$ cat src/hw/rtl/ltm_pkg.sv
package ltm_pkg;

    localparam int ZOOM_W = 5;
    localparam int TILE_W = 20;
    localparam int COL_W = 30;
    localparam int T_W = 41;
    localparam int D_W = 48;
    localparam int DF = 44;
    localparam int ANG_W = 60;
    localparam int ZX = 20;
    localparam int NR_CELLS = 46;
    localparam int NH_CELLS = 48;
    localparam int DEF_MAX_ZOOM = 20;
    localparam int DEF_ANGLE_FRAC_BITS = 23;
    localparam logic [ZOOM_W-1:0] ZOOM_RESET = 5'd12;
    localparam real PI_R = 3.14159265358979323846;
    localparam real DEG_PER_RAD = 180.0 / PI_R;
    localparam real INV_PI = 1.0 / PI_R;
    localparam real INV_2PI = 0.5 / PI_R;

    typedef struct packed {
        logic signed [30:0] latitude;
        logic signed [31:0] longitude;
    } in_t;

    typedef struct packed {
        logic [TILE_W-1:0] tile_column;
        logic [TILE_W-1:0] tile_row;
        logic              clamped;
    } out_t;

    typedef struct packed {
        logic                    valid;
        logic                    lat_neg;
        logic                    lat_big;
        logic                    col_lo;
        logic                    col_hi;
        logic [ZOOM_W-1:0]       zoom;
        logic [COL_W-1:0]        col;
        logic [T_W-1:0]          t;
        logic signed [D_W-1:0]   x;
        logic signed [D_W-1:0]   y;
        logic signed [ANG_W-1:0] z;
    } pipe_t;

    // Rotation angle of one circular step, in degrees with zf fraction bits.
    function automatic logic signed [ANG_W-1:0] atan_deg(input int i, input int zf);
        real r;
        r = $atan(2.0 ** (-i)) * DEG_PER_RAD;
        return ANG_W'(longint'(r * (2.0 ** zf)));
    endfunction

    // Hyperbolic step angle, scaled by 1/pi so the sum is psi/(2*pi).
    function automatic logic signed [ANG_W-1:0] atanh_sc(input int s);
        real r;
        r = $atanh(2.0 ** (-s)) * INV_PI;
        return ANG_W'(longint'(r * (2.0 ** DF)));
    endfunction

    function automatic logic signed [ANG_W-1:0] ln2_sc(input int e);
        real r;
        r = real'(e) * $ln(2.0) * INV_2PI;
        return ANG_W'(longint'(r * (2.0 ** DF)));
    endfunction

    function automatic logic signed [D_W-1:0] inv_gain(input int nr);
        real g;
        g = 1.0;
        for (int i = 0; i < nr; i++) begin
            g = g * $pow(1.0 + 2.0 ** (-2 * i), -0.5);
        end
        return D_W'(longint'(g * (2.0 ** DF)));
    endfunction

    // Shift of the k-th hyperbolic step; steps 4, 13, 40 are run twice.
    function automatic int hyp_shift(input int k);
        int s;
        int rep;
        bit done;
        s = 1;
        rep = 4;
        done = 1'b0;
        for (int j = 0; j < k; j++) begin
            if (s == rep && !done) begin
                done = 1'b1;
            end else begin
                if (s == rep) begin
                    rep = 3 * rep + 1;
                    done = 1'b0;
                end
                s = s + 1;
            end
        end
        return s;
    endfunction

endpackage

$ cat src/hw/rtl/ltm_div_cell.sv
module ltm_div_cell
    import ltm_pkg::*;
#(
    parameter int ANGLE_FRAC_BITS = DEF_ANGLE_FRAC_BITS
) (
    input  logic  aclk,
    input  logic  aresetn,
    input  logic  en,
    input  pipe_t d_in,
    output pipe_t d_out
);

    localparam logic [T_W-1:0] DIVISOR = T_W'(360) << ANGLE_FRAC_BITS;

    pipe_t q_reg, q_next;
    logic [T_W-1:0] t2;
    logic bit_out;

    always_comb begin
        q_next = d_in;
        t2 = {d_in.t[T_W-2:0], 1'b0};
        bit_out = (t2 >= DIVISOR);
        q_next.t = bit_out ? (t2 - DIVISOR) : t2;
        q_next.col = {d_in.col[COL_W-2:0], bit_out};
    end

    always_ff @(posedge aclk) begin
        if (!aresetn) begin
            q_reg.valid <= 1'b0;
        end else if (en) begin
            q_reg <= q_next;
        end
    end

    assign d_out = q_reg;

endmodule

$ cat config.mk
export PLATFORM = sky130hd
export DESIGN_NAME = ltm_div_cell
export DESIGN_NICKNAME = d
export VERILOG_FILES = /design/src/hw/rtl/ltm_pkg.sv /design/src/hw/rtl/ltm_div_cell.sv
export SDC_FILE = /design/constraint.sdc
export NUM_CORES = 1
export LEC_CHECK = 0
export ABC_AREA = 1
export BUFFER_PORTS_ARGS = -buffer_cell sky130_fd_sc_hd__buf_2
export CAP_MARGIN = 20
export CORE_AREA = 2 2 184 186
export DETAILED_ROUTE_END_ITERATION = 8
export DIE_AREA = 0 0 186 188
export PLACE_DENSITY_LB_ADDON = 0.05
export SYNTH_ARGS = -nofsm -noshare
export SYNTH_HDL_FRONTEND = slang
export SYNTH_SLANG_ARGS = --single-unit
$ cat constraint.sdc
create_clock -name aclk -period 7 [get_ports aclk]
set_input_delay 0.35 -clock aclk [delete_from_list [all_inputs] [get_ports aclk]]
set_output_delay 0.35 -clock aclk [all_outputs]
set_load 0.02 [all_outputs]
======== After elaboration in Yosys (flattened, before gate mapping) ========
Index checks and enable logic that the tools add are counted.
storage, ports and cells
  input bits .............................. 240
  word-level logic and storage cells ...... 16
  output and inout bits ................... 237
  flip-flop bits (word level) ............. 237
cells by class
  $lt $le $gt $ge ......................... 1
  reduce and logical (&&, ||, !) cells .... 1
  add/subtract/negate cells ............... 1
  muxes and demuxes ....................... 1
operators by type and width
  kind                    number
  $ge 41x32->1 const B    1
  $mux 41                 1
  $sub 41x32->41 const B  1
  $reduce_and 2->1        1

======== Depth between registers and ports, before layout ========
Gate-level depths: netlist of run 1.
  word-level depth ........................ 2
  depth in mapped cells ................... 9

======== Worst setup path after synthesis of run 1 ========
Ideal clock, no wire load.
  path kind ............................... input-to-reg
  from .................................... in aresetn
  to ...................................... reg q_reg (netlist bit d_out[0]), enable pin
  setup time .............................. 0.586 ns
  stages .................................. 2
  slack ................................... 1.521 ns
  data arrival time ....................... 4.893 ns
  cell sequence ........................... nand2_1 inv_1
on the way
  longest elaborated chain between the ends .. 1
ends and longest elaborated chain
  item                               RTL line            RTL
  from (decl)                        ltm_div_cell.sv:7   input logic aresetn,
  $reduce_and 2->1 (no source line)  -
  to (signal assigned)               ltm_div_cell.sv:31  q_reg <= q_next;
  to (decl)                          ltm_div_cell.sv:15  pipe_t q_reg, q_next;
No other way between the ends.
A chain may end at the register's enable or synchronous reset.

======== Final worst setup path of run 1 ========
  from .................................... in en
  to ...................................... reg q_reg (netlist bit d_out[144]), enable pin
on the way
  longest elaborated chain between the ends .. 1
ends and longest elaborated chain
  item                               RTL line           RTL
  from (decl)                        ltm_div_cell.sv:8  input logic en,
  $reduce_and 2->1 (no source line)  -
No other way between the ends.

==> results.json, run 1 <==
{
  "syn-cell-area_um2": 7720,
  "die_width_um": 186,
  "core-area_um2": 33100,
  "power_density_nw_per_um2": 263,
  "die_height_um": 188,
  "fin_crit_ns": 2.48,
  "hold-worst-slack_ns": 0.0629,
  "crit_chain": "dlygate4sd3_1 > buf_2 > nand2_1 > inv_8 > buf_4",
  "place_ws_ns": 4.50,
  "finalWorstSetupSlack_ns": 4.52,
  "seqCellArea_um2": 7080,
  "dieArea_um2": 35000,
  "cts_sinks": 236,
  "filler_cell_count": 3168,
  "rrSetupSlack_ns": 6.37,
  "wl_per_cell_um": 17.2,
  "holdPathEnd": "d_out[236]$_SDFFE_PN0P_",
  "track_usage_pct": 14.4,
  "largest_reg_flops": 236,
  "timing.fmax_mhz": 403,
  "fin_nets": 1326,
  "multiInputGateArea_um2": 517,
  "outcome": "completed",
  "hold_violations": 0,
  "rows": 67,
  "io_pins": 477,
  "cellLeakagePower_uw": 0.00582,
  "drt-pass1-iter-count": 4,
  "viasPerCell": 3.79,
  "place_congestion": 0.779,
  "crit_path_start_kind": "primary input",
  "synth.distinct_cells": 24,
  "grt_pass1_vias": 6315,
  "cts-root-buf": "clkbuf_16",
  "yosysWarnings": 0,
  "port_buffers": 473,
  "drt_iter0_drc": 266,
  "dp.final_hpwl_um": 19800,
  "r2r-end": "d_out[236]$_SDFFE_PN0P_",
  "drive_gt1_share_pct": 48.7,
  "cp_max_fo": 87,
  "syn_inst": 363,
  "skew_ns": 0,
  "cts_tree": "done",
  "grt_max_degree": 88,
  "rsz0062_at_grt": "false",
  "antenna_found_initial": 2,
  "synth_seq_cells": 236,
  "hold_class": "primary input to flip-flop",
  "dr_total_vias": 5897,
  "clkTransAtPathRegs_ns": 0.06,
  "cts_max_level": 1,
  "final_max_slew_viol_count": 0,
  "drcViolationCount": 0,
  "slowest_delay_ns": 0.87,
  "rr_worst_depth": 2,
  "maxCapViolations": 0,
  "cts_made_buffers": 28,
  "postCtsSetupBuffers": 0,
  "clk_latency_ns": 0.54,
  "grt_remaining_overflow": 0,
  "ys_seq_area_share_pct": 91.6,
  "synth_nets": 604,
  "start_util_pct": 23.3,
  "crit_family": "buffers and inverters",
  "grt_pass1_wl_um": 37800,
  "clockBufferDepth": 3,
  "finalSetupViolations": 0,
  "min_period_over_period_pct": 35.5,
  "critPathSlowestCell": "buf_4",
  "syn_to_final_growth_pct": 78.8,
  "cts_hold_buffers": 220,
  "crit_arrival_ns": 2.62,
  "hold_start": "d_in[236]",
  "wirelength_um": 26800,
  "crit_required_ns": 7.14,
  "fin_setup_tns_ns": 0,
  "avgSynthCellArea_um2": 21.3,
  "cts_resized": 0,
  "vdd_drop_max_mv": 0.168,
  "path_class": "primary input to flip-flop",
  "worstMarginPinSlew_ns": 1.08,
  "whs_path_depth": 3,
  "drtAntennaViolNets": 0,
  "relSlewSlack_pct": 28.2,
  "r2r-start": "d_out[236]$_SDFFE_PN0P_",
  "end_kind": "flip-flop",
  "crit_buf_inv": 4
}
cell usage after synthesis, drive strengths merged:
library cell    n  share of area (%)
xor2            3               0.34
inv            27                1.3
ha              1               0.16
o21ai           8               0.66
edfxtp        235                 91
dfxtp           1               0.26
xnor2           1               0.11
nand2          41                2.0
nand4           3               0.24
buf             3               0.39
a21oi           8               0.62
nand3          12                1.2
conb            1              0.049
nor2           19                1.3
cell usage in the layout, fill, tap and decap left out:
| cell | n |
|---|---|
| a21oi_2 | 2 |
| buf_4 | 2 |
| dlygate4sd3_1 | 220 |
| bufinv_16 | 3 |
| nor2_1 | 11 |
| clkbuf_16 | 29 |
| clkbuf_1 | 7 |
| dfxtp_1 | 1 |
| nand3_1 | 9 |
| clkbuf_8 | 6 |
| inv_8 | 1 |
| clkinv_2 | 3 |
| inv_2 | 4 |
| edfxtp_1 | 235 |
| o21ai_0 | 2 |
| xor2_1 | 3 |
| ha_1 | 1 |
| nand3_4 | 2 |
| o21ai_2 | 3 |
| a21oi_1 | 6 |
| nand2_2 | 1 |
| diode_2 | 2 |
| xnor2_1 | 1 |
| nor2_4 | 2 |
| clkinv_4 | 1 |
| o21ai_1 | 3 |
| conb_1 | 1 |
| nand3_2 | 1 |
| buf_2 | 473 |
| nor2_2 | 6 |
| nand2_1 | 40 |
| clkinv_1 | 3 |
| inv_1 | 22 |
| nand4_1 | 3 |
worst max path at each step:
stage,startpoint,to,cells past startpoint
after floorplan,aresetn,d_out[0]$_DFFE_PP_,2
after global placement,en,d_out[90]$_DFFE_PP_,4
after detailed placement,en,d_out[157]$_DFFE_PP_,4
after CTS,en,d_out[124]$_DFFE_PP_,5
after global routing,en,d_out[157]$_DFFE_PP_,5
final,en,d_out[144]$_DFFE_PP_,5
layout make-up:
type,count,area share [%]
clock inverter,10,0.906
inverter,27,0.788
antenna,2,0.0362
multi-input combinational,97,3.74
clock buffer,42,6.04
tap,448,4.06
timing repair buffer,695,33.2
sequential,236,51.2
stage by stage:
stage / instance area (µm²) / power (µW) / std cells / util [%]
floorplan: 7720 / 1900 / 363 / -
global placement: 10600 / 2070 / 1283 / 32.1
detailed placement: 10600 / 2070 / 1283 / 32.1
CTS: 13800 / 3690 / 1555 / 41.7
global route: 13800 / 3780 / 1557 / 41.7
finish: 13800 / 3630 / 1557 / 41.7
power by group:
part	total [µW]	internal (µW)	switching, µW	leakage (µW)
registers	1690	1660	22.4	0.00221
logic	452	196	256	0.00314
clock network	1490	928	563	0.000472
total	3630	2790	841	0.00582
logic make-up after synthesis:
| logic type | after synthesis | synth area share, % |
|---|---|---|
| adders and majority gates | 1 | 0.162 |
| other | 1 | 0.0485 |
| xor gates and xnor gates | 4 | 0.454 |
| buffers and inverters | 30 | 1.70 |
| and+or+nand+nor | 75 | 4.75 |
| AOI/OAI and AO/OA | 16 | 1.28 |
| DFF | 236 | 91.6 |
worst min-delay path: stages:
cell and delay [ns]:
buf_2 0.10, inv_1 0.05, a21oi_1 0.05
per-layer routing:
layer / track usage (%) / wire length (µm) / vias up
met1: 15.0 / 9450 / 2790
met4: 4.24 / 621 / 0
met5: 0 / 0 / -
met3: 4.58 / 2530 / 43
met2: 27.1 / 14100 / 258
li1: - / - / 2806
Note: power is estimated with default switching activity, not from simulation.
==> run 2: changes to the inputs <==
ABC_AREA = 0   (was 1)
CORE_AREA = 2 2 183 185   (was 2 2 184 186)
DIE_AREA = 0 0 185 187   (was 0 0 186 188)
clock period = 2.3 ns   (was 7 ns; I/O delays follow)
==> run 2 against run 1 <==
Register-to-register slack worse by 5.2 ns. Critical path depth up 3. Cell count is 3.0% lower. Synthesized cell count shrank 16%. Highest routed layer unchanged.
==> results.json, run 2 <==
{
  "outcome": "completed",
  "start_util_pct": 22.9,
  "drtAntennaViolNets": 0,
  "p_sw_share_pct": 23.4,
  "place_congestion": 0.736,
  "end_kind": "flip-flop",
  "worstMarginPinSlew_ns": 0.831,
  "synthMuxAreaShare_pct": 0.266,
  "hold_start": "en",
  "largest_reg_flops": 236,
  "synth.distinct_cells": 28,
  "slowest_delay_ns": 0.53,
  "synth_xor_area_share_pct": 1.51,
  "crit_chain": "dlygate4sd3_1 > buf_2 > nor4_1 > inv_1 > nor4_4 > inv_4 > and3_1 > xor2_1",
  "drt-pass1-iter-count": 4,
  "synthAdderAreaFrac_pct": 0.166,
  "grt_pass1_vias": 6138,
  "antenna_found_initial": 1,
  "cts_sinks": 236,
  "track_usage_pct": 13.4,
  "relSlewSlack_pct": 44.6,
  "p_comb_share_pct": 12.9,
  "synth_ff_type": "edfxtp_1",
  "yosysWarnings": 0,
  "viasPerCell": 3.79,
  "rr_worst_depth": 3,
  "synth_compound_area_share_pct": 0.465,
  "grt_pass1_wl_um": 35200,
  "cts_resized": 0,
  "cp-startpoint": "d_in[194]",
  "cellLeakagePower_uw": 0.00565,
  "finalSetupViolations": 0,
  "fin_crit_ns": 1.81,
  "wl_per_cell_um": 16.4,
  "cts-root-buf": "clkbuf_16",
  "yosysMostFrequentCell": "edfxtp_1",
  "dr_total_vias": 5720,
  "wirelength_um": 24700,
  "clkTransAtPathRegs_ns": 0.05,
  "syn-cell-area_um2": 7530,
  "core-area_um2": 32900,
  "path_class": "primary input to flip-flop",
  "vdd_drop_max_mv": 0.512,
  "grt_remaining_overflow": 0,
  "crit_buf_inv": 4,
  "hold_class": "primary input to flip-flop",
  "io_pins": 477,
  "rsz0062_at_grt": "false",
  "port_buffers": 473,
  "postCtsSetupBuffers": 0,
  "cp_max_fo": 10,
  "clockBufferDepth": 3,
  "crit_required_ns": 2.58,
  "crit_arrival_ns": 2.09,
  "place_ws_ns": 0.485,
  "grt_max_degree": 130,
  "cts_max_level": 1,
  "timing.fmax_mhz": 552,
  "clk_latency_ns": 0.52,
  "pwr-share-seq_pct": 48.8,
  "maxCapViolations": 0,
  "fin_nets": 1286,
  "fin_setup_tns_ns": 0,
  "drt_iter0_drc": 227,
  "min_period_over_period_pct": 78.8,
  "most-common-layout-cells": "473 x buf_2, 236 x dlygate4sd3_1, 235 x edfxtp_1",
  "hold-worst-slack_ns": 0.288,
  "die_height_um": 187,
  "cts_tree": "done",
  "drcViolationCount": 0,
  "rrSetupSlack_ns": 1.15,
  "dieArea_um2": 34600,
  "p_clk_share_pct": 38.3,
  "avgSynthCellArea_um2": 24.8,
  "drive_gt1_share_pct": 48.6,
  "rows": 67,
  "synth_nets": 545,
  "synth_seq_cells": 236,
  "synth_largest_area_cell": "edfxtp_1",
  "yosys.area_share.simple_pct": 3.22,
  "synth.top_cell.area_share_pct": 93.7,
  "die_width_um": 185,
  "skew_ns": 0,
  "synth_edf_count": 235,
  "power_density_nw_per_um2": 768,
  "layout_commonest_cell": "buf_2",
  "critPathSlowestCell": "dlygate4sd3_1",
  "cp-endpoint": "d_out[185]$_DFFE_PP_",
  "hold_violations": 0,
  "r2r-end": "d_out[236]$_SDFFE_PN0P_",
  "syn_inst": 304,
  "switchingPower_uw": 2460,
  "crit_path_start_kind": "primary input",
  "cp_num_cells": 8,
  "ys_seq_area_share_pct": 94.0,
  "synth_top_family_by_area": "simple AND/OR/NAND/NOR gates",
  "synth.top_cells.by_area": "edfxtp_1 94%, xnor2_1 0.81%, xor2_1 0.70%",
  "crit_family": "buffers and inverters",
  "cts_made_buffers": 28,
  "async_reset_ff_share_pct": 0,
  "syn_to_final_growth_pct": 81.8,
  "dp.final_hpwl_um": 17500,
  "synthTopCellsByCount": "235 x edfxtp_1, 8 x nor2_1, 8 x nor4_1",
  "final_max_slew_viol_count": 0,
  "r2r-start": "d_out[236]$_SDFFE_PN0P_",
  "finalWorstSetupSlack_ns": 0.488,
  "p_int_uw": 8050
}
[run 2: timing repair]
action | in CTS | in global routing
hold buffers | 236 | 0
hold endpoints to repair | 235 | 0
endpoints found under the setup margin | 0 | 0
[run 2: how the worst min path moves through the flow]
stage	to	slack, ns	cells after the start
2_1_floorplan	d_out[0]$_DFFE_PP_	0.21	0
3_3_place_gp	d_out[203]$_DFFE_PP_	0.29	1
3_5_place_dp	d_out[133]$_DFFE_PP_	0.29	1
4_1_cts	d_out[133]$_DFFE_PP_	0.25	2
5_1_grt	d_out[133]$_DFFE_PP_	0.26	2
6_report	d_out[65]$_DFFE_PP_	0.29	3
[run 2: tightest hold or removal path: stages]
cell and delay (ns):
buf_2 0.11, and2_4 0.15, buf_12 0.19
[run 2: cells by family (layout without fill, tap and decap cells)]
group	after synthesis	after routing
compound gates	5	5
xor+xnor	13	13
fa+ha+maj	1	1
buf+inv	5	762
flops	236	236
mux	2	2
other cells	1	2
simple gates	41	41
[run 2: stage by stage]
step	std cells	util [%]	total power, µW	area [µm²]
floorplan	304	-	5710	7530
finish	1510	41.7	10500	13700
detailed placement	1227	32.0	6270	10500
CTS	1509	41.7	10700	13700
global route	1510	41.7	11000	13700
global placement	1227	32.0	6260	10500
[run 2: metal layers]
metal	part of all wire, %	global-route usage, %	vias up
met5	0	0	-
met4	2.8	4.37	0
met3	11	5.69	40
met2	52	25.0	285
met1	34	13.1	2693
li1	-	-	2702
[run 2: power by group through the flow]
stage	clock network, µW	logic (µW)	registers (µW)
floorplan	0	102	5610
finish	4020	1360	5130
CTS	4200	1380	5130
global route	4350	1460	5160
global placement	0	1050	5210
detailed placement	0	1050	5220
[run 2: layout make-up]
class | count | area (µm²)
diodes | 1 | 2.50
clock buffers | 34 | 744
clock inverters | 12 | 81.3
fillers | 3124 | 19200
inverters | 4 | 17.5
multi-input cells | 63 | 430
flip-flops and latches | 236 | 7080
well taps | 448 | 561
repair buffers | 712 | 4780
