$ cat src/hw/rtl/ltm_pkg.sv
package ltm_pkg;

    localparam int ZOOM_W = 5;
    localparam int TILE_W = 20;
    localparam int COL_W = 30;
    localparam int T_W = 41;
    localparam int D_W = 48;
    localparam int DF = 44;
    localparam int ANG_W = 60;
    localparam int ZX = 20;
    localparam int NR_CELLS = 46;
    localparam int NH_CELLS = 48;
    localparam int DEF_MAX_ZOOM = 20;
    localparam int DEF_ANGLE_FRAC_BITS = 23;
    localparam logic [ZOOM_W-1:0] ZOOM_RESET = 5'd12;
    localparam real PI_R = 3.14159265358979323846;
    localparam real DEG_PER_RAD = 180.0 / PI_R;
    localparam real INV_PI = 1.0 / PI_R;
    localparam real INV_2PI = 0.5 / PI_R;

    typedef struct packed {
        logic signed [30:0] latitude;
        logic signed [31:0] longitude;
    } in_t;

    typedef struct packed {
        logic [TILE_W-1:0] tile_column;
        logic [TILE_W-1:0] tile_row;
        logic              clamped;
    } out_t;

    typedef struct packed {
        logic                    valid;
        logic                    lat_neg;
        logic                    lat_big;
        logic                    col_lo;
        logic                    col_hi;
        logic [ZOOM_W-1:0]       zoom;
        logic [COL_W-1:0]        col;
        logic [T_W-1:0]          t;
        logic signed [D_W-1:0]   x;
        logic signed [D_W-1:0]   y;
        logic signed [ANG_W-1:0] z;
    } pipe_t;

    // Rotation angle of one circular step, in degrees with zf fraction bits.
    function automatic logic signed [ANG_W-1:0] atan_deg(input int i, input int zf);
        real r;
        r = $atan(2.0 ** (-i)) * DEG_PER_RAD;
        return ANG_W'(longint'(r * (2.0 ** zf)));
    endfunction

    // Hyperbolic step angle, scaled by 1/pi so the sum is psi/(2*pi).
    function automatic logic signed [ANG_W-1:0] atanh_sc(input int s);
        real r;
        r = $atanh(2.0 ** (-s)) * INV_PI;
        return ANG_W'(longint'(r * (2.0 ** DF)));
    endfunction

    function automatic logic signed [ANG_W-1:0] ln2_sc(input int e);
        real r;
        r = real'(e) * $ln(2.0) * INV_2PI;
        return ANG_W'(longint'(r * (2.0 ** DF)));
    endfunction

    function automatic logic signed [D_W-1:0] inv_gain(input int nr);
        real g;
        g = 1.0;
        for (int i = 0; i < nr; i++) begin
            g = g * $pow(1.0 + 2.0 ** (-2 * i), -0.5);
        end
        return D_W'(longint'(g * (2.0 ** DF)));
    endfunction

    // Shift of the k-th hyperbolic step; steps 4, 13, 40 are run twice.
    function automatic int hyp_shift(input int k);
        int s;
        int rep;
        bit done;
        s = 1;
        rep = 4;
        done = 1'b0;
        for (int j = 0; j < k; j++) begin
            if (s == rep && !done) begin
                done = 1'b1;
            end else begin
                if (s == rep) begin
                    rep = 3 * rep + 1;
                    done = 1'b0;
                end
                s = s + 1;
            end
        end
        return s;
    endfunction

endpackage

$ cat src/hw/rtl/ltm_hyp_cell.sv
module ltm_hyp_cell
    import ltm_pkg::*;
#(
    parameter int SHIFT = 1,
    parameter logic signed [ANG_W-1:0] STEP = '0
) (
    input  logic  aclk,
    input  logic  aresetn,
    input  logic  en,
    input  pipe_t d_in,
    output pipe_t d_out
);

    pipe_t q_reg, q_next;

    // Vectoring mode: y is driven to zero and z collects atanh(y/x).
    always_comb begin
        q_next = d_in;
        if (!d_in.y[D_W-1]) begin
            q_next.x = d_in.x - (d_in.y >>> SHIFT);
            q_next.y = d_in.y - (d_in.x >>> SHIFT);
            q_next.z = d_in.z + STEP;
        end else begin
            q_next.x = d_in.x + (d_in.y >>> SHIFT);
            q_next.y = d_in.y + (d_in.x >>> SHIFT);
            q_next.z = d_in.z - STEP;
        end
    end

    always_ff @(posedge aclk) begin
        if (!aresetn) begin
            q_reg.valid <= 1'b0;
        end else if (en) begin
            q_reg <= q_next;
        end
    end

    assign d_out = q_reg;

endmodule

$ cat config.mk
export PLATFORM = sky130hd
export DESIGN_NAME = ltm_hyp_cell
export DESIGN_NICKNAME = d
export VERILOG_FILES = /design/src/hw/rtl/ltm_pkg.sv /design/src/hw/rtl/ltm_hyp_cell.sv
export SDC_FILE = /design/constraint.sdc
export NUM_CORES = 1
export LEC_CHECK = 0
export BUFFER_PORTS_ARGS = -buffer_cell sky130_fd_sc_hd__buf_4
export CAP_MARGIN = 20
export CELL_PAD_IN_SITES_DETAIL_PLACEMENT = 1
export CELL_PAD_IN_SITES_GLOBAL_PLACEMENT = 1
export CORE_ASPECT_RATIO = 1.75
export CORE_UTILIZATION = 39
export DETAILED_ROUTE_END_ITERATION = 16
export PLACE_DENSITY = 0.88
export SETUP_SLACK_MARGIN = 0.5
export SLEW_MARGIN = 0
export SYNTH_ARGS = -nofsm -noshare
export SYNTH_HDL_FRONTEND = slang
export SYNTH_SLANG_ARGS = --single-unit
$ cat constraint.sdc
create_clock -name aclk -period 7.8 [get_ports aclk]
set_input_delay 1.17 -clock aclk [delete_from_list [all_inputs] [get_ports aclk]]
set_output_delay 1.17 -clock aclk [all_outputs]
set_load 0.05 [all_outputs]
# == Word level (Yosys, flattened, before mapping) ==
# Cells that the tools add are included.
# op_classes
n_addsub,4
n_mul,0
n_div,0
magnitude_cmp,0
n_eq_ne,0
shifts,0
muxes,1
bitwise_logic,0
n_reduce_logical,1
# ops
cell,count
2-to-1 mux 156 bit,1
adder 48 x 47 -> 48 bit,2
subtractor 48 x 47 -> 48 bit,2
AND reduction 2 bit,1
# word_totals
register_bits,237
latchBits,0
mem_bits_rw,0
mem_bits_ro,0
input_bits,240
output_inout_bits,237
word_cells,17
memories,0

# == Logic depth before layout (Yosys ltp) ==
# Gate-level depths: netlist of run 1.
# logic_depth
ltp_word,2
depth_mapped,23

# == Least setup slack after synthesis of run 1 ==
# No wires, ideal clock.
# synth_timing
path_type,input to register
from,input port en
to,"register q_reg (netlist bit d_out[0]), enable pin"
setup_ns,0.625
t_arrival_ns,6.510
setup_slack_ns,0.665
path_stages,1
n_path_buf,0
path_cell_list,and2_1
# synth_between
elab_chain_cells,1
# synth_lines
item,line,source
from (decl),ltm_hyp_cell.sv:9,"input logic en,"
AND reduction 2 bit (no source line),--,
to (signal assigned),ltm_hyp_cell.sv:34,q_reg <= q_next;
to (decl),ltm_hyp_cell.sv:14,"pipe_t q_reg, q_next;"
# Every way passes these cells.
# A chain may end at the register's enable or synchronous reset.

==> results of run 1 <==
-- worst max-delay path: stages --
cell and delay (ns):
buf_4 0.12, or4_4 0.58, nor4_2 0.33, and2_1 0.27, nand2_1 0.13, nor3_2 0.28
inv_2 0.10, nor2_1 0.15, nor2_1 0.07, xor2_1 0.17, ha_1 0.34, nand2_1 0.09
nor3_1 0.30, nand2_1 0.09, o211ai_1 0.12, a41oi_1 0.12, o31ai_1 0.69, a31oi_1 0.26
o21ai_1 0.21, xnor2_1 0.13
-- cell type report --
class	instances	area (sq um)	area share [%]
Tap cell	470	588	3.07
Clock buffer	30	602	3.14
Antenna cell	3	7.51	0.0392
Inverter	43	161	0.842
Timing Repair Buffer	479	3610	18.8
Clock inverter	10	80.1	0.418
Sequential cell	237	7110	37.1
Multi-Input combinational cell	985	7020	36.6
-- kinds of logic (layout without fill, tap and decap cells) --
logic type / after synthesis / after routing
DFF: 237 / 237
muxes: 4 / 4
and+or+nand+nor: 335 / 335
buffers and inverters: 65 / 562
AOI/OAI and AO/OA: 341 / 341
other: 0 / 3
xor gates and xnor gates: 177 / 177
adders and majority gates: 128 / 128
-- layout by cell type (no fill, tap or decap), types with 5 or more instances in the layout --
master,instances
clkbuf_16,23
o21ai_0,38
a211oi_1,8
inv_1,42
a41oi_1,5
nand2_1,70
clkbuf_1,7
a21o_1,49
a31oi_1,16
o31a_1,5
and2_1,5
and3_1,7
o31ai_1,7
nor4_1,14
or4_1,5
nor2_1,113
nand2b_1,12
nand4_1,21
o21a_1,12
xnor2_1,71
buf_4,478
nand3_1,24
o21ai_1,10
xor2_1,106
nor3_1,27
a21oi_1,140
nor2b_1,7
o41ai_1,5
or3_1,9
o21bai_1,16
ha_1,126
edfxtp_1,236
-- power by group through the flow --
stage | Sequential (mW) | Combinational, mW | Clock [mW]
detailed placement | 1.66 | 1.60 | 0
global route | 1.64 | 1.70 | 1.12
finish | 1.64 | 1.61 | 1.07
floorplan | 2.07 | 0.615 | 0
CTS | 1.64 | 1.61 | 1.09
global placement | 1.66 | 1.57 | 0
-- stage by stage --
stage | total power, mW | hold slack, ns
6_report | 4.31 | 0.629
5_1_grt | 4.47 | 0.626
3_5_place_dp | 3.26 | 0.616
4_1_cts | 4.34 | 0.631
2_1_floorplan | 2.68 | 0.743
3_3_place_gp | 3.22 | 0.501
-- path summary, 6_finish.rpt --
path / end / slack, ns / cells past startpoint
hold / removal: d_out[236] / 0.63 / 2
setup reg to reg: d_out[236] / 7.09 / 2
setup / recovery: d_out[152] / 2.34 / 20
hold reg to reg: d_out[236] / 0.63 / 2
-- layer usage --
metal | vias to the layer above | part of all wire (%)
met3 | 139 | 8.4
met2 | 563 | 54
met1 | 6221 | 32
li1 | 5774 | -
met4 | 8 | 4.9
met5 | - | 0.072
==> qor.yml, run 1 <==
fin_util_pct: 53.0
seq_power_share_pct: 38.0
synthMuxAreaShare_pct: 0.296
crit_type: "primary input to register"
die_w_um: 147
drtIter0Drc: 689
core_sq_um: 36100
use_met2_pct: 58.7
synth_area_sq_um: 14400
finalCriticalPeriod_ns: 5.46
swShare_pct: 37.4
required_ns: 8.07
layout-drive-gt1-share_pct: 29.7
synth_xor_area_share_pct: 10.8
synth_most_common_cell: "edfxtp_1"
status: "finished clean"
rsz0062_at_grt: "no"
synth_compound_area_share_pct: 14.8
largest_register_ffs: 237
grt_pass1_wl_um: 85100
synthDistinctLibCells: 67
htreeDepth: 1
cts_buffer_depth: 3
dp_slack_ns: 1.88
setup_tns_ns: 0
intPower_mw: 2.70
routed-via-count: 12705
synth_top_family_by_area: "compound AO/OA/AOI/OAI gates"
synth_edf_count: 236
gr-max-usage-layer: "met2"
gp_congestion: 0.937
syn2layout_area_growth_pct: 33.4
grt_pass1_vias: 13728
worstPathMaxFanout: 5
syn-instance-count: 1287
grtUsageTotal_pct: 30.4
wl_per_cell_um: 25.9
max_clock_freq_mhz: 183
die_h_um: 256
clk_pin_slew_ns: 0.07
wl_um: 58400
synth_top_area_share_pct: 49.3
drv_cap: 0
yosysTopAreaCell: "edfxtp_1"
overflow: 0
synth_nets: 1655
die-area_sq_um: 37600
use_met3_pct: 7.63
grt_max_degree: 185
finClkSkew_ns: 0
cts_buffers: 23
r2r-start: "d_out[236]"
holdBufCountCts: 0
post_cts_buffers: 0
nets: 2137
p_switching_mw: 1.61
syn_avg_cell_area_sq_um: 11.2
seq_area_frac_synth_pct: 49.5
placed_cells: 2214
min_path_type: "register to register"
p_per_area_nw_per_um2: 225
io_pins: 477
finalWorstSetupSlack_ns: 2.34
ys_seq_elements: 237
port_buffers: 476
critPathLaunch: "d_in[66]"
dp_hpwl_um: 47900
drv_slew: 0
fillers: 4058
p_leak_nw: 8.13
yosys_most_used_dff: "edfxtp_1"
arrival_ns: 5.73
cts_tree: "yes"
cts_root_buffer: "clkbuf_16"
setup_violations: 0
pwr-share-comb_pct: 37.3
post-route-period-util_pct: 70.0
peakVddDrop_v: 0.000136
post-route-cell-area_sq_um: 19200
instances_no_fill: 2257
first_pass_iters: 5
drcViolationCount: 0
tightest_slew_ns: 1.08
post_cts_resized: 0
maxSlewHeadroom_pct: 27.8
min_from: "d_out[236]"
dpl_cell_area_sq_um: 18500
viasPerCell: 5.63
synth_common_cells: "236 x edfxtp_1, 140 x a21oi_1, 126 x ha_1, 113 x nor2_1, 106 x xor2_1"
ant_nets: 0
clkSinkCount: 237
ys_top_cells_by_area: "edfxtp_1 49%, ha_1 11%, xor2_1 6.5%"
grtUsageMet1_pct: 29.7
hold_viol_final: 0
async_reset_ff_share_pct: 0
antenna_found_initial: 7
num_rows: 92
start_util_pct: 39.8
p_clk_share_pct: 24.8
cp-start-kind: "primary input"
yosys.area_share.simple_pct: 11.7
ys_warn_count: 0
synthAdderAreaFrac_pct: 11.3
clock_latency_ns: 0.52
cp-end-kind: "register"
Note: power is estimated with default switching activity, not from simulation.
==> run 2: changes to the inputs <==
clock period = 5.3 ns   (was 7.8 ns; I/O delays follow)
==> run 2 against run 1 <==
Sequential share of layout area decreased by 1.4 points. First-iteration DRC count fell by 9.4%. Power is 55% higher. Clock power increased by 67%. Via count up 2.0%. Wire length up 3.8%. Combinational power grew 55%. Final area increased by 3.9%. Non-clock buffer count grew 44. Register-to-register slack worse by 2.4 ns. Global-route usage rose by 0.13 points. Final cell count up 2.3%.
==> qor.yml, run 2 (synthesis results as in run 1) <==
holdBufCountCts: 0
nets: 2182
seq_power_share_pct: 35.9
drv_slew: 0
critPathMaxStageDelay_ns: 0.58
p_per_area_nw_per_um2: 335
drv_cap: 0
slowest_stage: "or4_4"
min_path_type: "primary input to register"
critical_path.cell_chain: "buf_8, or4_4, nor4b_4, nand2_2, nor3_4, nand2_2, or2_4, nor4_4, buf_4, and3_1, a21oi_1, xor2_1, ha_1, a21o_1, a21oi_1, a21oi_1, a211oi_1, o41ai_1, xnor2_1"
intPower_mw: 4.19
port_buffers: 476
crit_type: "primary input to register"
placed_cells: 2239
first_pass_iters: 5
rsz0062_at_grt: "yes"
cts_root_buffer: "clkbuf_16"
finalCriticalPeriod_ns: 4.88
clkSinkCount: 237
tightest_slew_ns: 1.00
cts_buffers: 24
antenna_found_initial: 15
die-area_sq_um: 37600
finalPower_mw: 6.67
cts_tree: "yes"
cp-start-kind: "primary input"
status: "finished clean"
layout-drive-gt1-share_pct: 34.0
post-route-cell-area_sq_um: 19900
wl_per_cell_um: 26.3
setup_violations: 0
mostFrequentLayoutCells: "518 x buf_4, 236 x edfxtp_1, 133 x a21oi_1"
crit_family: "simple AND/OR/NAND/NOR gates"
num_rows: 92
peakVddDrop_v: 0.000176
grt_pass1_wl_um: 84800
cp-end-kind: "register"
die_h_um: 256
drcViolationCount: 0
hold_viol_final: 0
fillers: 4000
dp_hpwl_um: 47600
routed-via-count: 12959
clock_latency_ns: 0.54
syn2layout_area_growth_pct: 38.7
instances_no_fill: 2309
arrival_ns: 5.16
p_clk_share_pct: 26.8
gp_congestion: 0.937
multi_input_area_sq_um: 7290
layout_commonest_cell: "buf_4"
die_w_um: 147
htreeDepth: 1
hold_slack_ns: 0.417
wl_um: 60700
start_util_pct: 39.8
grt_max_degree: 153
maxSlewHeadroom_pct: 32.7
io_pins: 477
grtUsageTotal_pct: 30.6
ant_nets: 0
swShare_pct: 37.2
regArea_sq_um: 7110
overflow: 0
p_switching_mw: 2.48
pwr-share-comb_pct: 37.3
finClkSkew_ns: 0
post-route-period-util_pct: 92.1
setup_tns_ns: 0
core_sq_um: 36100
clk_pin_slew_ns: 0.08
viasPerCell: 5.61
grt_pass1_vias: 13654
worstPathMaxFanout: 6
cpMostUsedCell: "a21oi_1"
p_leak_nw: 8.46
path_buf_inv: 2
drtIter0Drc: 624
required_ns: 5.58
largest_register_ffs: 237
dpl_cell_area_sq_um: 18700
cts_buffer_depth: 3
max_clock_freq_mhz: 205
==> run 2: cell types whose count changed in the layout (fill, tap and decap cells not counted), moves of 4 or more <==
cell,delta
a21oi_2,+6
diode_2,+4
buf_4,+40
ha_1,-6
a21oi_1,-7
ha_4,+5
==> run 2: stage by stage <==
step | worst slack (ns) | util, %
CTS | 0.511 | 53.9
finish | 0.418 | 55.1
detailed placement | -0.171 | 51.7
global placement | 0.117 | 51.7
floorplan | 0.619 | -
global route | 0.246 | 55.1
==> run 2: layout make-up <==
| class | count | area share, % |
|---|---|---|
| multi-input cells | 985 | 36.6 |
| flip-flops and latches | 237 | 35.7 |
| repair buffers | 523 | 19.9 |
| clock buffers | 29 | 3.22 |
| well taps | 470 | 2.95 |
| inverters | 43 | 0.823 |
| clock inverters | 15 | 0.785 |
| diodes | 7 | 0.0879 |
==> run 2: routing by layer <==
| layer | global-route usage, % | part of all wire, % | vias to the layer above | wire length, um |
|---|---|---|---|---|
| li1 | - | - | 5864 | - |
| met1 | 28.4 | 32 | 6348 | 19100 |
| met2 | 60.0 | 55 | 566 | 33300 |
| met3 | 9.30 | 8.5 | 171 | 5170 |
| met4 | 12.5 | 4.9 | 10 | 2950 |
| met5 | 0 | 0.11 | - | 66 |
==> run 2: final timing paths <==
check               end  slack [ns]  depth (start not counted)        from
max          d_out[155]        0.42                         19    d_in[63]
min           d_out[10]        0.42                          1    d_in[10]
max reg2reg  d_out[236]        4.70                          2  d_out[236]
min reg2reg  d_out[236]        0.54                          2  d_out[236]
==> run 2: worst reg2reg max path: stages, from the launching register on <==
cell	delay [ns]
dfxtp_1	0.31
mux2i_1	0.12
nor2b_1	0.06
==> run 2: power groups by stage <==
| stage | logic, mW | registers (mW) | clock network [mW] |
|---|---|---|---|
| 2_1_floorplan | 0.906 | 3.03 | 0 |
| 3_3_place_gp | 2.33 | 2.41 | 0 |
| 3_5_place_dp | 2.38 | 2.42 | 0 |
| 4_1_cts | 2.40 | 2.39 | 1.82 |
| 5_1_grt | 2.62 | 2.40 | 1.86 |
| 6_report | 2.49 | 2.39 | 1.79 |
==> run 2: what timing repair did <==
item / 4_1_cts / 5_1_grt
gates resized for setup: 4 / 56
setup endpoints to repair: 3 / 21
gates cloned: 0 / 0
setup buffers: 0 / 19
pin swaps: 0 / 36
==> run 3: changes to the inputs <==
CAP_MARGIN = 25   (was 20)
CORE_UTILIZATION = 36   (was 39)
PLACE_DENSITY = 0.85   (was 0.88)
clock period = 4.4 ns   (was 5.3 ns; I/O delays follow)
==> run 3 against run 2 <==
The flow now finishes with violations (setup timing). Utilization rose by 3.6 points. First-iteration DRC count is 25% higher. Sequential share of layout area decreased by 4.8 points. Clock-buffer cell count shrank 3. Power increased by 29%. Clock skew unchanged. Final cell count up 13%. Sequential cell count unchanged.
==> qor.yml, run 3 (synthesis results as in run 1) <==
num_rows: 96
ant_nets: 0
reg2reg_to: "d_out[236]"
grt_max_degree: 156
finalPower_mw: 8.63
cp-start-kind: "primary input"
status: "finished, violations left"
setup_violations: 16
fillers: 4170
die_h_um: 266
holdBufCountCts: 0
syn2layout_area_growth_pct: 60.4
cts_tree: "yes"
critPathLaunch: "d_in[109]"
violations: "setup timing"
clk_pin_slew_ns: 0.07
cts_root_buffer: "clkbuf_16"
clkSinkCount: 237
dp_slack_ns: -0.424
fin_util_pct: 58.7
peakVddDrop_v: 0.000377
dpl_cell_area_sq_um: 20700
cts_buffers: 24
start_util_pct: 36.6
dr_wl_met3_um: 4200
largest_register_ffs: 237
maxSlewHeadroom_pct: 37.8
grt_pass1_vias: 15610
die_w_um: 153
wl_um: 65500
cp-end-kind: "register"
p_per_area_nw_per_um2: 374
max_clock_freq_mhz: 216
wl_per_cell_um: 25.0
crit_end: "d_out[106]"
antenna_found_initial: 7
first_pass_iters: 5
wl_met2_um: 36300
layout_commonest_cell: "buf_4"
reg2reg_depth: 2
port_buffers: 476
r2r-start: "d_out[236]"
r2r_setup_slack_ns: 3.75
hold_viol_final: 0
p_leak_nw: 10.1
routed-via-count: 14503
overflow: 0
io_pins: 477
layout-drive-gt1-share_pct: 48.8
tightest_slew_ns: 0.933
finClkSkew_ns: 0
drtIter0Drc: 781
placed_cells: 2494
nets: 2474
finalCriticalPeriod_ns: 4.63
htreeDepth: 1
maxUsedRoutingLayer: "met5"
worstPathMaxFanout: 4
grt_pass1_wl_um: 88400
core_sq_um: 39300
cts_buffer_depth: 3
post-route-period-util_pct: 105
crit_type: "primary input to register"
drv_slew: 0
drcViolationCount: 0
grtUsageTotal_pct: 28.7
instances_no_fill: 2618
required_ns: 4.71
mostFrequentLayoutCells: "796 x buf_4, 236 x edfxtp_1, 117 x ha_1"
finalWorstSetupSlack_ns: -0.230
viasPerCell: 5.54
gp_congestion: 0.907
arrival_ns: 4.94
die-area_sq_um: 40700
drv_cap: 0
dp_hpwl_um: 46300
post-route-cell-area_sq_um: 23000
rsz0062_at_grt: "yes"
clock_latency_ns: 0.56
wl_met1_um: 19500
min_path_type: "primary input to register"
run 3: changes by cell type in the layout (fill, tap and decap cells not counted), moves of 7 or more:
cell,delta
nand2_1,-8
a21oi_1,-35
o21ai_0,-12
xnor2_1,-7
buf_6,+14
a21oi_2,+29
o21ai_1,+7
nor2_1,-16
buf_4,+278
nor2_2,+10
run 3: critical path, stage by stage:
cell      delay (ns)
buf_8           0.10
inv_4           0.05
ha_4            0.14
nand2b_4        0.09
nor4_4          0.32
nand2b_4        0.12
buf_6           0.14
nor4_4          0.19
nor2_1          0.12
xor2_1          0.50
ha_1            0.43
a21oi_2         0.21
a21boi_2        0.10
o311ai_2        0.34
a21oi_2         0.14
o41ai_4         0.27
a211oi_2        0.15
nor4b_2         0.23
buf_4           0.19
nand2b_4        0.14
o21a_1          0.18
xnor2_2         0.11
run 3: layout make-up:
type	instances	area [sq um]	area share [%]
diodes	5	12.5	0.0543
clock buffers	26	608	2.64
inverters	43	166	0.722
repair buffers	815	6210	26.9
well taps	490	613	2.66
multi-input cells	985	8170	35.5
flip-flops and latches	237	7110	30.8
clock inverters	17	156	0.679
run 3: worst min path at each step:
stage | startpoint | to | slack (ns) | cells after the start
floorplan | d_out[236] | d_out[236] | 0.74 | 2
global placement | d_out[236] | d_out[236] | 0.50 | 2
detailed placement | d_out[236] | d_out[236] | 0.55 | 2
CTS | d_in[214] | d_out[214] | 0.24 | 1
global route | d_in[187] | d_out[187] | 0.24 | 1
finish | d_in[227] | d_out[227] | 0.27 | 1
run 3: metrics by stage:
| step | hold slack [ns] | TNS [ns] |
|---|---|---|
| after floorplan | 0.743 | -0.0773 |
| after global placement | 0.503 | -4.65 |
| after global routing | 0.243 | -1.73 |
| final | 0.268 | -1.27 |
| after detailed placement | 0.550 | -8.85 |
| after CTS | 0.241 | 0 |
run 3: where the power goes:
part           leakage [nW]  switching (mW)  total (mW)  internal [mW]
Sequential             2.22          0.0734        2.87           2.80
Combinational          7.54            2.24        3.71           1.47
Clock                 0.370           0.928        2.05           1.12
Total                  10.1            3.24        8.63           5.39
run 3: what timing repair did:
item	4_1_cts	5_1_grt
resized for setup	74	131
cloned	0	0
buffers inserted	30	46
setup endpoints to repair	33	48
pin swaps	36	70
run 3: per-layer routing:
| metal | vias up | track usage, % |
|---|---|---|
| met1 | 7032 | 24.4 |
| met5 | - | 0 |
| met2 | 706 | 58.4 |
| li1 | 6448 | - |
| met4 | 6 | 18.3 |
| met3 | 311 | 6.00 |
